## src/sv/itoar_pkg.sv

```systemverilog
// ----------------------------------------------------------------------------
// itoar_pkg
// Shared types, character constants and helpers for the integer-to-ASCII
// radix converter.
// ----------------------------------------------------------------------------
package itoar_pkg;

  localparam int unsigned WORD_WIDTH_DEF = 32;
  localparam int unsigned ACTION_W       = 3;
  localparam int unsigned CHAR_W         = 7;

  localparam logic [CHAR_W-1:0] ASCII_ZERO  = 7'd48;
  localparam logic [CHAR_W-1:0] ASCII_MINUS = 7'd45;
  localparam logic [CHAR_W-1:0] UPPER_GAP   = 7'd7;
  localparam logic [CHAR_W-1:0] LOWER_GAP   = 7'd39;

  typedef enum logic [ACTION_W-1:0] {
    FMT_DEC    = 3'd0,
    FMT_HEX_UP = 3'd1,
    FMT_HEX_LO = 3'd2,
    FMT_OCT    = 3'd3,
    FMT_BIN    = 3'd4
  } fmt_e;

  typedef enum logic [1:0] {
    OP_HOLD,
    OP_LOAD,
    OP_DABBLE,
    OP_SHIFT
  } op_e;

  typedef struct packed {
    op_e  op;
    fmt_e fmt;
  } ctrl_t;

  // Decimal digits needed for a word of the given width (1233/4096 ~ log10 2)
  function automatic int unsigned dec_digits(input int unsigned width);
    return ((width * 1233) >> 12) + 1;
  endfunction

  function automatic logic [CHAR_W-1:0] digit_char(input logic [3:0] d, input fmt_e fmt);
    logic [CHAR_W-1:0] c;
    c = ASCII_ZERO + CHAR_W'(d);
    if (d > 4'd9) begin
      if (fmt == FMT_HEX_LO) begin
        c = c + LOWER_GAP;
      end else begin
        c = c + UPPER_GAP;
      end
    end
    return c;
  endfunction

endpackage

```

## src/sv/itoar_shifter.sv

```systemverilog
// ----------------------------------------------------------------------------
// itoar_shifter
// Digit register with one shared step unit: load, double-dabble step for
// decimal, or shift out one digit of the selected radix.
// ----------------------------------------------------------------------------
module itoar_shifter #(
  parameter int unsigned WORD_WIDTH = itoar_pkg::WORD_WIDTH_DEF
) (
  input  logic                  clk_i,
  input  itoar_pkg::ctrl_t      ctrl_i,
  input  logic [WORD_WIDTH-1:0] value_i,
  output logic [3:0]            top_digit_o
);

  localparam int unsigned NDEC   = itoar_pkg::dec_digits(WORD_WIDTH);
  localparam int unsigned WK     = 4 * NDEC;
  localparam int unsigned ND_HEX = (WORD_WIDTH + 3) / 4;
  localparam int unsigned ND_OCT = (WORD_WIDTH + 2) / 3;
  localparam int unsigned SH_HEX = WK - 4 * ND_HEX;
  localparam int unsigned SH_OCT = WK - 3 * ND_OCT;
  localparam int unsigned SH_BIN = WK - WORD_WIDTH;

  logic [WK-1:0]         dig_q, dig_d;
  logic [WK-1:0]         adj;
  logic [WORD_WIDTH-1:0] mag_q, mag_d;

  // add 3 to every BCD digit of 5 or more ahead of the shift
  always_comb begin
    logic [3:0] nib;
    nib = '0;
    for (int i = 0; i < NDEC; i++) begin
      nib = dig_q[4*i +: 4];
      adj[4*i +: 4] = (nib >= 4'd5) ? (nib + 4'd3) : nib;
    end
  end

  always_comb begin
    dig_d = dig_q;
    mag_d = mag_q;
    case (ctrl_i.op)
      itoar_pkg::OP_LOAD: begin
        case (ctrl_i.fmt)
          itoar_pkg::FMT_DEC: begin
            mag_d = value_i[WORD_WIDTH-1] ? (~value_i + 1'b1) : value_i;
            dig_d = '0;
          end
          itoar_pkg::FMT_HEX_UP, itoar_pkg::FMT_HEX_LO: dig_d = WK'(value_i) << SH_HEX;
          itoar_pkg::FMT_OCT: dig_d = WK'(value_i) << SH_OCT;
          default:            dig_d = WK'(value_i) << SH_BIN;
        endcase
      end
      itoar_pkg::OP_DABBLE: begin
        dig_d = {adj[WK-2:0], mag_q[WORD_WIDTH-1]};
        mag_d = mag_q << 1;
      end
      itoar_pkg::OP_SHIFT: begin
        case (ctrl_i.fmt)
          itoar_pkg::FMT_OCT: dig_d = dig_q << 3;
          itoar_pkg::FMT_BIN: dig_d = dig_q << 1;
          default:            dig_d = dig_q << 4;
        endcase
      end
      default: ;
    endcase
  end

  always_ff @(posedge clk_i) begin
    dig_q <= dig_d;
    mag_q <= mag_d;
  end

  always_comb begin
    case (ctrl_i.fmt)
      itoar_pkg::FMT_OCT: top_digit_o = {1'b0, dig_q[WK-1 -: 3]};
      itoar_pkg::FMT_BIN: top_digit_o = {3'b000, dig_q[WK-1]};
      default:            top_digit_o = dig_q[WK-1 -: 4];
    endcase
  end

endmodule

```

## src/sv/integer_to_ascii_radix.sv

```systemverilog
// ----------------------------------------------------------------------------
// integer_to_ascii_radix
// Converts one word to its ASCII digits (signed decimal, hex upper/lower,
// octal or binary), most significant first, with tlast on the final one.
// ----------------------------------------------------------------------------
// One word is taken per conversion and the input stays not ready until its
// last character has been loaded into the output register. For decimal, the
// accepted word goes through WORD_WIDTH double-dabble steps, then up to NDEC-1
// leading zeros are skipped, a '-' is emitted for a negative word and one
// character is emitted per printed digit (skips and digits together always
// make NDEC). Hex, octal and binary go straight from the accept to up to N-1
// leading-zero skips and then one character per printed digit (together
// always N, the digit count of the radix). All of this runs through one
// shared digit register, which holds while the output is stalled.
// Selector codes 5 to 7 are taken and dropped with no output.
module integer_to_ascii_radix #(
  parameter int unsigned WORD_WIDTH = itoar_pkg::WORD_WIDTH_DEF
) (
  input  logic                  clk_i,
  input  logic                  rst_ni,
  input  logic                  s_axis_tvalid_i,
  output logic                  s_axis_tready_o,
  // [2:0] action, [WORD_WIDTH+2:3] value, zero pad above
  input  logic [((itoar_pkg::ACTION_W + WORD_WIDTH + 7) / 8) * 8 - 1:0] s_axis_tdata_i,
  output logic                  m_axis_tvalid_o,
  input  logic                  m_axis_tready_i,
  // [6:0] char_code, [7] zero pad
  output logic [7:0]            m_axis_tdata_o,
  output logic                  m_axis_tlast_o
);

  localparam int unsigned NDEC   = itoar_pkg::dec_digits(WORD_WIDTH);
  localparam int unsigned WK     = 4 * NDEC;
  localparam int unsigned CNT_W  = $clog2(WK + 1);
  localparam int unsigned ND_HEX = (WORD_WIDTH + 3) / 4;
  localparam int unsigned ND_OCT = (WORD_WIDTH + 2) / 3;

  typedef enum logic [2:0] {
    S_IDLE,
    S_CONV,
    S_SKIP,
    S_SIGN,
    S_EMIT
  } state_e;

  state_e                          state_q;
  itoar_pkg::fmt_e                 fmt_q;
  logic                            neg_q;
  logic [CNT_W-1:0]                cnt_q;
  logic                            m_valid_q;
  logic [itoar_pkg::CHAR_W-1:0]    m_char_q;
  logic                            m_last_q;

  itoar_pkg::ctrl_t                ctrl;
  itoar_pkg::fmt_e                 in_fmt;
  logic [itoar_pkg::ACTION_W-1:0]  in_action;
  logic [WORD_WIDTH-1:0]           in_value;
  logic                            in_fmt_ok;
  logic [CNT_W-1:0]                in_nd;
  logic                            s_acc;
  logic                            slot_free;
  logic [3:0]                      top_digit;

  assign in_action = s_axis_tdata_i[itoar_pkg::ACTION_W-1:0];
  assign in_value  = s_axis_tdata_i[itoar_pkg::ACTION_W +: WORD_WIDTH];
  assign in_fmt    = itoar_pkg::fmt_e'(in_action);
  assign in_fmt_ok = (in_action <= itoar_pkg::FMT_BIN);

  assign s_axis_tready_o = (state_q == S_IDLE);
  assign s_acc           = s_axis_tvalid_i && s_axis_tready_o;
  assign slot_free       = !m_valid_q || m_axis_tready_i;

  assign m_axis_tvalid_o = m_valid_q;
  assign m_axis_tdata_o  = {1'b0, m_char_q};
  assign m_axis_tlast_o  = m_last_q;

  always_comb begin
    case (in_fmt)
      itoar_pkg::FMT_HEX_UP, itoar_pkg::FMT_HEX_LO: in_nd = CNT_W'(ND_HEX);
      itoar_pkg::FMT_OCT: in_nd = CNT_W'(ND_OCT);
      default:            in_nd = CNT_W'(WORD_WIDTH);
    endcase
  end

  always_comb begin
    ctrl.fmt = fmt_q;
    ctrl.op  = itoar_pkg::OP_HOLD;
    case (state_q)
      S_IDLE: begin
        ctrl.fmt = in_fmt;
        if (s_acc) begin
          ctrl.op = itoar_pkg::OP_LOAD;
        end
      end
      S_CONV: ctrl.op = itoar_pkg::OP_DABBLE;
      S_SKIP: begin
        if (top_digit == 4'd0 && cnt_q > CNT_W'(1)) begin
          ctrl.op = itoar_pkg::OP_SHIFT;
        end
      end
      S_EMIT: begin
        if (slot_free) begin
          ctrl.op = itoar_pkg::OP_SHIFT;
        end
      end
      default: ;
    endcase
  end

  itoar_shifter #(
    .WORD_WIDTH (WORD_WIDTH)
  ) u_shifter (
    .clk_i       (clk_i),
    .ctrl_i      (ctrl),
    .value_i     (in_value),
    .top_digit_o (top_digit)
  );

  always_ff @(posedge clk_i or negedge rst_ni) begin
    if (!rst_ni) begin
      state_q   <= S_IDLE;
      fmt_q     <= itoar_pkg::FMT_DEC;
      neg_q     <= 1'b0;
      cnt_q     <= '0;
      m_valid_q <= 1'b0;
      m_char_q  <= '0;
      m_last_q  <= 1'b0;
    end else begin
      // the sign and emit stages reload the slot on every transfer
      if (m_valid_q && m_axis_tready_i && state_q != S_SIGN && state_q != S_EMIT) begin
        m_valid_q <= 1'b0;
      end
      case (state_q)
        S_IDLE: begin
          // drop words with an unknown selector
          if (s_acc && in_fmt_ok) begin
            fmt_q <= in_fmt;
            neg_q <= (in_fmt == itoar_pkg::FMT_DEC) && in_value[WORD_WIDTH-1];
            if (in_fmt == itoar_pkg::FMT_DEC) begin
              cnt_q   <= CNT_W'(WORD_WIDTH);
              state_q <= S_CONV;
            end else begin
              cnt_q   <= in_nd;
              state_q <= S_SKIP;
            end
          end
        end
        S_CONV: begin
          if (cnt_q == CNT_W'(1)) begin
            cnt_q   <= CNT_W'(NDEC);
            state_q <= S_SKIP;
          end else begin
            cnt_q <= cnt_q - 1'b1;
          end
        end
        S_SKIP: begin
          // strip leading zeros, keep at least one digit
          if (top_digit == 4'd0 && cnt_q > CNT_W'(1)) begin
            cnt_q <= cnt_q - 1'b1;
          end else begin
            state_q <= neg_q ? S_SIGN : S_EMIT;
          end
        end
        S_SIGN: begin
          if (slot_free) begin
            m_valid_q <= 1'b1;
            m_char_q  <= itoar_pkg::ASCII_MINUS;
            m_last_q  <= 1'b0;
            state_q   <= S_EMIT;
          end
        end
        S_EMIT: begin
          if (slot_free) begin
            m_valid_q <= 1'b1;
            m_char_q  <= itoar_pkg::digit_char(top_digit, fmt_q);
            m_last_q  <= (cnt_q == CNT_W'(1));
            cnt_q     <= cnt_q - 1'b1;
            if (cnt_q == CNT_W'(1)) begin
              state_q <= S_IDLE;
            end
          end
        end
        default: state_q <= S_IDLE;
      endcase
    end
  end

  // digit counter never runs dry while digits are pending
  assert property (@(posedge clk_i) disable iff (!rst_ni)
    (state_q == S_CONV || state_q == S_SKIP || state_q == S_EMIT) |-> (cnt_q != '0))
    else $error("digit counter empty while busy");

  // a sign is only produced for negative decimal words
  assert property (@(posedge clk_i) disable iff (!rst_ni)
    (state_q == S_SIGN) |-> (neg_q && fmt_q == itoar_pkg::FMT_DEC))
    else $error("sign stage entered for a non-negative or non-decimal word");

  // the minus sign is never the final character
  assert property (@(posedge clk_i) disable iff (!rst_ni)
    (m_axis_tvalid_o && m_axis_tdata_o[6:0] == itoar_pkg::ASCII_MINUS) |-> !m_axis_tlast_o)
    else $error("minus sign flagged as last character");

endmodule

```

## config.mk

```make
export PLATFORM = sky130hd
export DESIGN_NAME = integer_to_ascii_radix
export DESIGN_NICKNAME = d
export VERILOG_FILES = /design/src/sv/itoar_pkg.sv /design/src/sv/itoar_shifter.sv /design/src/sv/integer_to_ascii_radix.sv
export SDC_FILE = /design/constraint.sdc
export NUM_CORES = 1
export LEC_CHECK = 0
export ABC_AREA = 1
export BUFFER_PORTS_ARGS = -buffer_cell sky130_fd_sc_hd__clkbuf_2
export CAP_MARGIN = 20
export CORE_UTILIZATION = 55
export DETAILED_ROUTE_END_ITERATION = 10
export PLACE_DENSITY = 0.78
export SLEW_MARGIN = 20
export SYNTH_ARGS = -nofsm -noshare
export SYNTH_HDL_FRONTEND = slang
export SYNTH_SLANG_ARGS = --single-unit
```

## constraint.sdc

```tcl
create_clock -name clk_i -period 3.75 [get_ports clk_i]
set_input_delay 0.75 -clock clk_i [delete_from_list [all_inputs] [get_ports clk_i]]
set_output_delay 0.75 -clock clk_i [all_outputs]
set_load 0.1 [all_outputs]
```

======== After elaboration in Yosys (flattened, before gate mapping) ========
Index checks and enable logic that the tools add are counted.
storage, ports and cells
  word-level logic and storage cells ...... 135
  output and inout bits ................... 11
  input bits .............................. 44
  flip-flop bits (word level) ............. 94
operators by class
  mux-type cells .......................... 49
  bitwise gates (word level) .............. 1
  eq/ne operators ......................... 24
  add/subtract/negate cells ............... 15
  $lt $le $gt $ge ......................... 13
  reduce and logical (&&, ||, !) cells .... 24
operator list
  operator               count
  $pmux 40 s2            2
  $pmux 40 s3            1
  $mux 32                2
  $pmux 32 s2            1
  $ge 4x3->1 const B     10
  $add 4x2->4 const B    9
  $mux 4                 9
  $add 32x1->32 const B  1
  $not 32->32            1
  $mux 6                 5
  $mux 7                 4
  $mux 3                 9
  $pmux 6 s4             1
  $eq 3x2->1 const B     6
  $pmux 3 s5             1
  $pmux 7 s2             1
  $ne 2x2->1 const B     6
  $pmux 6 s2             1
  $logic_not 3->1        3
  $pmux 2 s4             1
  $pmux 4 s2             1
  $add 6x4->7 const A    1
  $add 7x3->7 const B    1
  $add 7x6->7 const B    1
  28 further kinds       48

======== Logic depth before layout (Yosys ltp) ========
  depth in word-level cells ............... 11
  depth in mapped cells ................... 18

======== Cells and area by module ========
Synthesis repeated with hierarchy kept, for this count alone.
unflattened totals
  cell total of the unflattened synthesis .. 1028
  area, all modules ....................... 7374.6 um2
by module, submodules not included
  module                  instances  area each (um2)  cells each  seq. area each (um2)
  itoar_shifter           1          5896.9           817         2162.1
  integer_to_ascii_radix  1          1477.7           211         550.5

======== Worst setup path after synthesis ========
Ideal clock, no wire load.
  kind .................................... in2reg
  from .................................... in s_axis_tdata_i[2] (netlist name)
  to ...................................... reg u_shifter.dig_q[0], enable pin
  cell stages on the path ................. 14
  slack ................................... -69 ps
  arrival time ............................ 3101 ps
  setup time .............................. 718 ps
  buffers on the path ..................... 2
  data required time ...................... 3032 ps
  cells stage by stage .................... inv_1 nand3_1 nand2_2 nand3_2 buf_4 nand3_1 nand2_1 inv_1 ha_1 nand3_2 nor2_4 nand2_4 buf_2 nand4_1
between the ends
  word-level cells in the longest chain between the ends .. 9
  elaborated cells on any way between the ends .. 12
  classes of those cells .................. eq/ne: 5; mux: 4; reduce/logical: 3
RTL lines
  item                                             line                          text
  from (decl)                                      integer_to_ascii_radix.sv:24  input logic [((itoar_pkg::ACTION_W + WORD_WIDTH + 7) / 8) * 8 - 1:0] s_axis_tdata_i,
  $mux 3 *                                         integer_to_ascii_radix.sv:88  case (state_q)
  $eq 3x3->1 / $eq 3x2->1 (equally long branches)  itoar_shifter.sv:73           case (ctrl_i.fmt)
  $pmux 4 s2 *                                     itoar_shifter.sv:73
  $logic_not 4->1 *                                integer_to_ascii_radix.sv:97  if (top_digit == 4'd0 && cnt_q > CNT_W'(1)) begin
  $logic_and 1x1->1 *                              integer_to_ascii_radix.sv:97
  $mux 2 *                                         integer_to_ascii_radix.sv:97
  $pmux 2 s4 *                                     integer_to_ascii_radix.sv:88
  $eq 2x2->1 / $eq 2x1->1 (equally long branches)  itoar_shifter.sv:40           case (ctrl_i.op)
  $reduce_bool 3->1 (no source line) *             -
  to (signal assigned)                             itoar_shifter.sv:68           dig_q <= dig_d;
  to (decl)                                        itoar_shifter.sv:23           logic [WK-1:0] dig_q, dig_d;
Mark *: on every way between the ends. The rest lies on a longest branch, timed or not.
A chain may end at the register's enable or synchronous reset.

======== Final worst setup path ========
  from .................................... reg state_q[1]
  to ...................................... reg u_shifter.dig_q[26], data pin
between the ends
  word-level cells in the longest chain between the ends .. 10
  elaborated cells on any way between the ends .. 21
  classes of those cells .................. eq/ne: 8; mux: 8; reduce/logical: 5
RTL lines
  item                                             line                                                           text
  from (decl)                                      integer_to_ascii_radix.sv:46                                   state_e state_q;
  from (signal assigned)                           integer_to_ascii_radix.sv:161                                  state_q <= neg_q ? S_SIGN : S_EMIT;
  $logic_not 3->1                                  integer_to_ascii_radix.sv:69, integer_to_ascii_radix.sv:88
  $mux 3                                           integer_to_ascii_radix.sv:88
  $eq 3x3->1 / $eq 3x2->1 (equally long branches)  itoar_shifter.sv:57, itoar_shifter.sv:73, itoar_shifter.sv:42
  $pmux 4 s2                                       itoar_shifter.sv:73
  $logic_not 4->1                                  integer_to_ascii_radix.sv:97
  $logic_and 1x1->1                                integer_to_ascii_radix.sv:97
  $mux 2                                           integer_to_ascii_radix.sv:97
  $pmux 2 s4                                       integer_to_ascii_radix.sv:88
  $eq 2x2->1 / $eq 2x1->1 (equally long branches)  itoar_shifter.sv:40
  $pmux 40 s3 *                                    itoar_shifter.sv:40
  named net u_shifter.dig_d[26]                    itoar_shifter.sv:23
Mark *: on every way through the listed nets, which the timed path passes. The rest lies on a longest branch.

==> metrics.csv <==
metric,value,unit
antenna_found_initial,0,
crit_path_end_kind,register,
regToRegSetupSlack,0.65,ns
synth_edf_count,72,
reg2regPathDepth,10,
grt.total_usage,27.58,%
cts_resized,0,
grt_pass1_vias,6568,
portBuffers,48,
globalplace.congestion,0.8911,
path_clk_slew,0.08,ns
drc,0,
cts_root_buf,clkbuf_16,
syn_nets,1081,
required,3.97,ns
antenna_cells,0,
tightest_slew,0.9475,ns
drt_iter0_drc,736,
cap_violations,0,
cp_cell_sequence,"nor2_4, nand2_4, nand2_1, nand2_1, nand3_2, buf_4, nand2_1, o22ai_1, nand4_1, nand3_1",
start_util,56.36,%
max_slew_margin,36.68,%
antenna_left,0,
critPathBufInv,1,
power.density,965.2,nW/um^2
clockBufferDepth,2,
cts_setup_buffers,0,
cts_tree,done,
coreArea,13190,um^2
cp-start-kind,register,
finalHoldViolCount,0,
p_leak,0.003667,uW
vdd_ir_drop_max,0.0004337,V
critPathSlowestCell,nand2_1,
ys_types,44,
synthArstFlopShare,23.40,%
fin_tns_setup,0,ns
status,"complete, no violations",
grt_pass1_wl,31170,um
vias,7112,
syn_inst,1011,
die_area,13980,um^2
fin_crit,3.103,ns
drt_first_pass_iters,7,
dp.cells,1199,
io_pins,55,
critical_path_class,reg -> reg,
grt_max_degree,53,
worst_hold_slack,0.3730,ns
final_max_slew_viol_count,0,
area_delta_synth_final,8.837,%
num_rows,42,
syn-cell-area,7433,um^2
yosysSeqAreaShare,36.49,%
yosys_warnings,0,
post_drt_wl_per_cell,15.46,um
fin_nets,1104,
grt_overflow,0,
numCtsBuffers,9,
dp_hpwl,13110,um
critPathMaxStageDelay,0.68,ns
crit_fanout,51,
max_clock_freq,322.3,MHz
clock_latency,0.36,ns
post_drt_via_cell_ratio,5.853,
htreeDepth,3,
critPathTopFamily,simple AND/OR/NAND/NOR gates,
clock-sinks,94,
cp_common_cell,nand2_1,
worst_r2r_startpoint,state_q[1],
syn_avg_cell_area,7.353,um^2
ctsHoldBuffers,0,
timing.rr.end,u_shifter.dig_q[26],
hold_path_class,in -> async,
drive_gt1_share,10.59,%
fp.dieW,118.3,um
synth_seq_cells,94,
cp.arrival,3.32,ns
die_y,118.3,um
rsz0062_at_grt,no,
finalCritPeriodShare,82.74,%
wirelength,18790,um
fin_worst_skew,0.009138,ns
finalNonFillerCells,1215,
synth_top_flop_cell,edfxtp_1,
setup_violations,0,
==> synth_stat cells (2+ instances only) <==
cell | count | area [um^2]
nand2_4 | 2 | 22.52
ha_1 | 26 | 325.3
a221oi_1 | 2 | 17.52
edfxtp_1 | 72 | 2162
o221ai_1 | 28 | 245.2
nand2_1 | 240 | 900.9
inv_1 | 128 | 480.5
clkbuf_1 | 31 | 116.4
nor4_1 | 4 | 25.02
or2_2 | 5 | 31.28
inv_2 | 3 | 11.26
xor2_1 | 27 | 236.5
o31ai_1 | 3 | 22.52
dfrtp_1 | 22 | 550.5
nand3_2 | 3 | 30.03
a31oi_1 | 3 | 18.77
o21ai_2 | 7 | 61.31
nand3b_1 | 4 | 30.03
a21oi_1 | 16 | 80.08
nand4_1 | 41 | 256.5
nor2_4 | 2 | 22.52
buf_1 | 5 | 18.77
nand2_2 | 7 | 43.79
o211ai_1 | 21 | 157.7
buf_4 | 3 | 22.52
o21ai_0 | 71 | 355.3
nor2_1 | 72 | 270.3
o22ai_1 | 42 | 262.8
nor3_1 | 8 | 40.04
buf_6 | 2 | 22.52
buf_2 | 9 | 45.04
nand3_1 | 90 | 450.4
==> final cells by class <==
| class | instances | area, um^2 |
|---|---|---|
| Inverter | 132 | 495.5 |
| Multi-Input combinational cell | 735 | 4005 |
| Tap cell | 176 | 220.2 |
| Timing Repair Buffer | 62 | 370.4 |
| Clock buffer | 9 | 225.2 |
| Clock inverter | 7 | 61.31 |
| Fill cell | 1201 | 5100 |
| Sequential cell | 94 | 2713 |
==> worst max path at each step <==
stage / startpoint / endpoint / slack [ns] / cells past startpoint
after floorplan: s_axis_tdata_i[2] / u_shifter.dig_q[0] / 0.01 / 14
after global placement: s_axis_tdata_i[0] / u_shifter.dig_q[15] / 0.46 / 16
after detailed placement: s_axis_tdata_i[1] / u_shifter.dig_q[6] / 0.46 / 16
after CTS: state_q[1] / u_shifter.dig_q[6] / 0.70 / 15
after global routing: state_q[1] / u_shifter.dig_q[26] / 0.38 / 10
final: state_q[1] / u_shifter.dig_q[26] / 0.65 / 10
==> through the flow <==
stage | utilization, % | worst slack [ns] | cell area [um^2] | power [uW]
after detailed placement | 59.16 | 0.4597 | 7804 | 6827
after global routing | 61.34 | 0.3795 | 8090 | 8479
after floorplan | - | 0.01409 | 7443 | 5800
final | 61.34 | 0.6473 | 8090 | 7809
after CTS | 61.34 | 0.6970 | 8090 | 7774
after global placement | 59.16 | 0.4615 | 7804 | 6729
==> state kept, by name (all words and copies together), names as in the netlist <==
| signal | flops |
|---|---|
| cnt_q | 6 |
| fmt_q | 3 |
| m_axis_tlast_o | 1 |
| m_axis_tvalid_o | 1 |
| m_char_q | 7 |
| neg_q | 1 |
| state_q | 3 |
| u_shifter.dig_q | 40 |
| u_shifter.mag_q | 32 |
==> layer usage <==
metal / share of wire (%) / track usage (%) / wire length (um)
met2: 47 / 45.55 / 8918
met1: 44 / 36.77 / 8313
met3: 5.7 / 2.992 / 1080
met4: 2.5 / 11.70 / 473
met5: 0 / 0 / 0
==> worst reg2reg max path, stage by stage, from the launching register on <==
cell and delay [ns]:
dfrtp_1 0.46, nor2_4 0.23, nand2_4 0.12, nand2_1 0.08, nand2_1 0.08, nand3_2 0.14
buf_4 0.46, nand2_1 0.68, o22ai_1 0.45, nand4_1 0.15, nand3_1 0.12
==> report_power, final <==
part           internal (uW)  switching, uW  total [uW]
combinational           1470           3270        4740
clock                    466            449         915
sequential              1800            355        2160
total                   3730           4080        7810
==> placed cells by master, fill, tap and decap left out, drive strengths merged <==
master   count
o41ai        1
clkbuf      57
o2111ai      1
buf         14
inv        137
ha          26
nor3         9
a22oi        1
nor2        74
nor4         4
or2          5
o21ai       79
a31oi        3
nand3b       4
dfrtp       22
o211ai      21
nand4       41
a221oi       2
a21boi       1
clkinv       2
nand2      249
o31ai        3
a21oi       16
xnor2        1
xor2        27
o221ai      28
nand3       94
a21o         1
edfxtp      72
conb         1
o22ai       42
a211o        1
==> cell families after synthesis <==
logic type,Yosys count,synth area share (%)
AOI/OAI and AO/OA,200,17.15
DFF,94,36.49
adders and majority gates,26,4.376
other,1,0.05045
and+or+nand+nor,480,28.93
xor gates and xnor gates,28,3.299
buffers and inverters,182,9.695
Note: power is estimated with default switching activity, not from simulation.
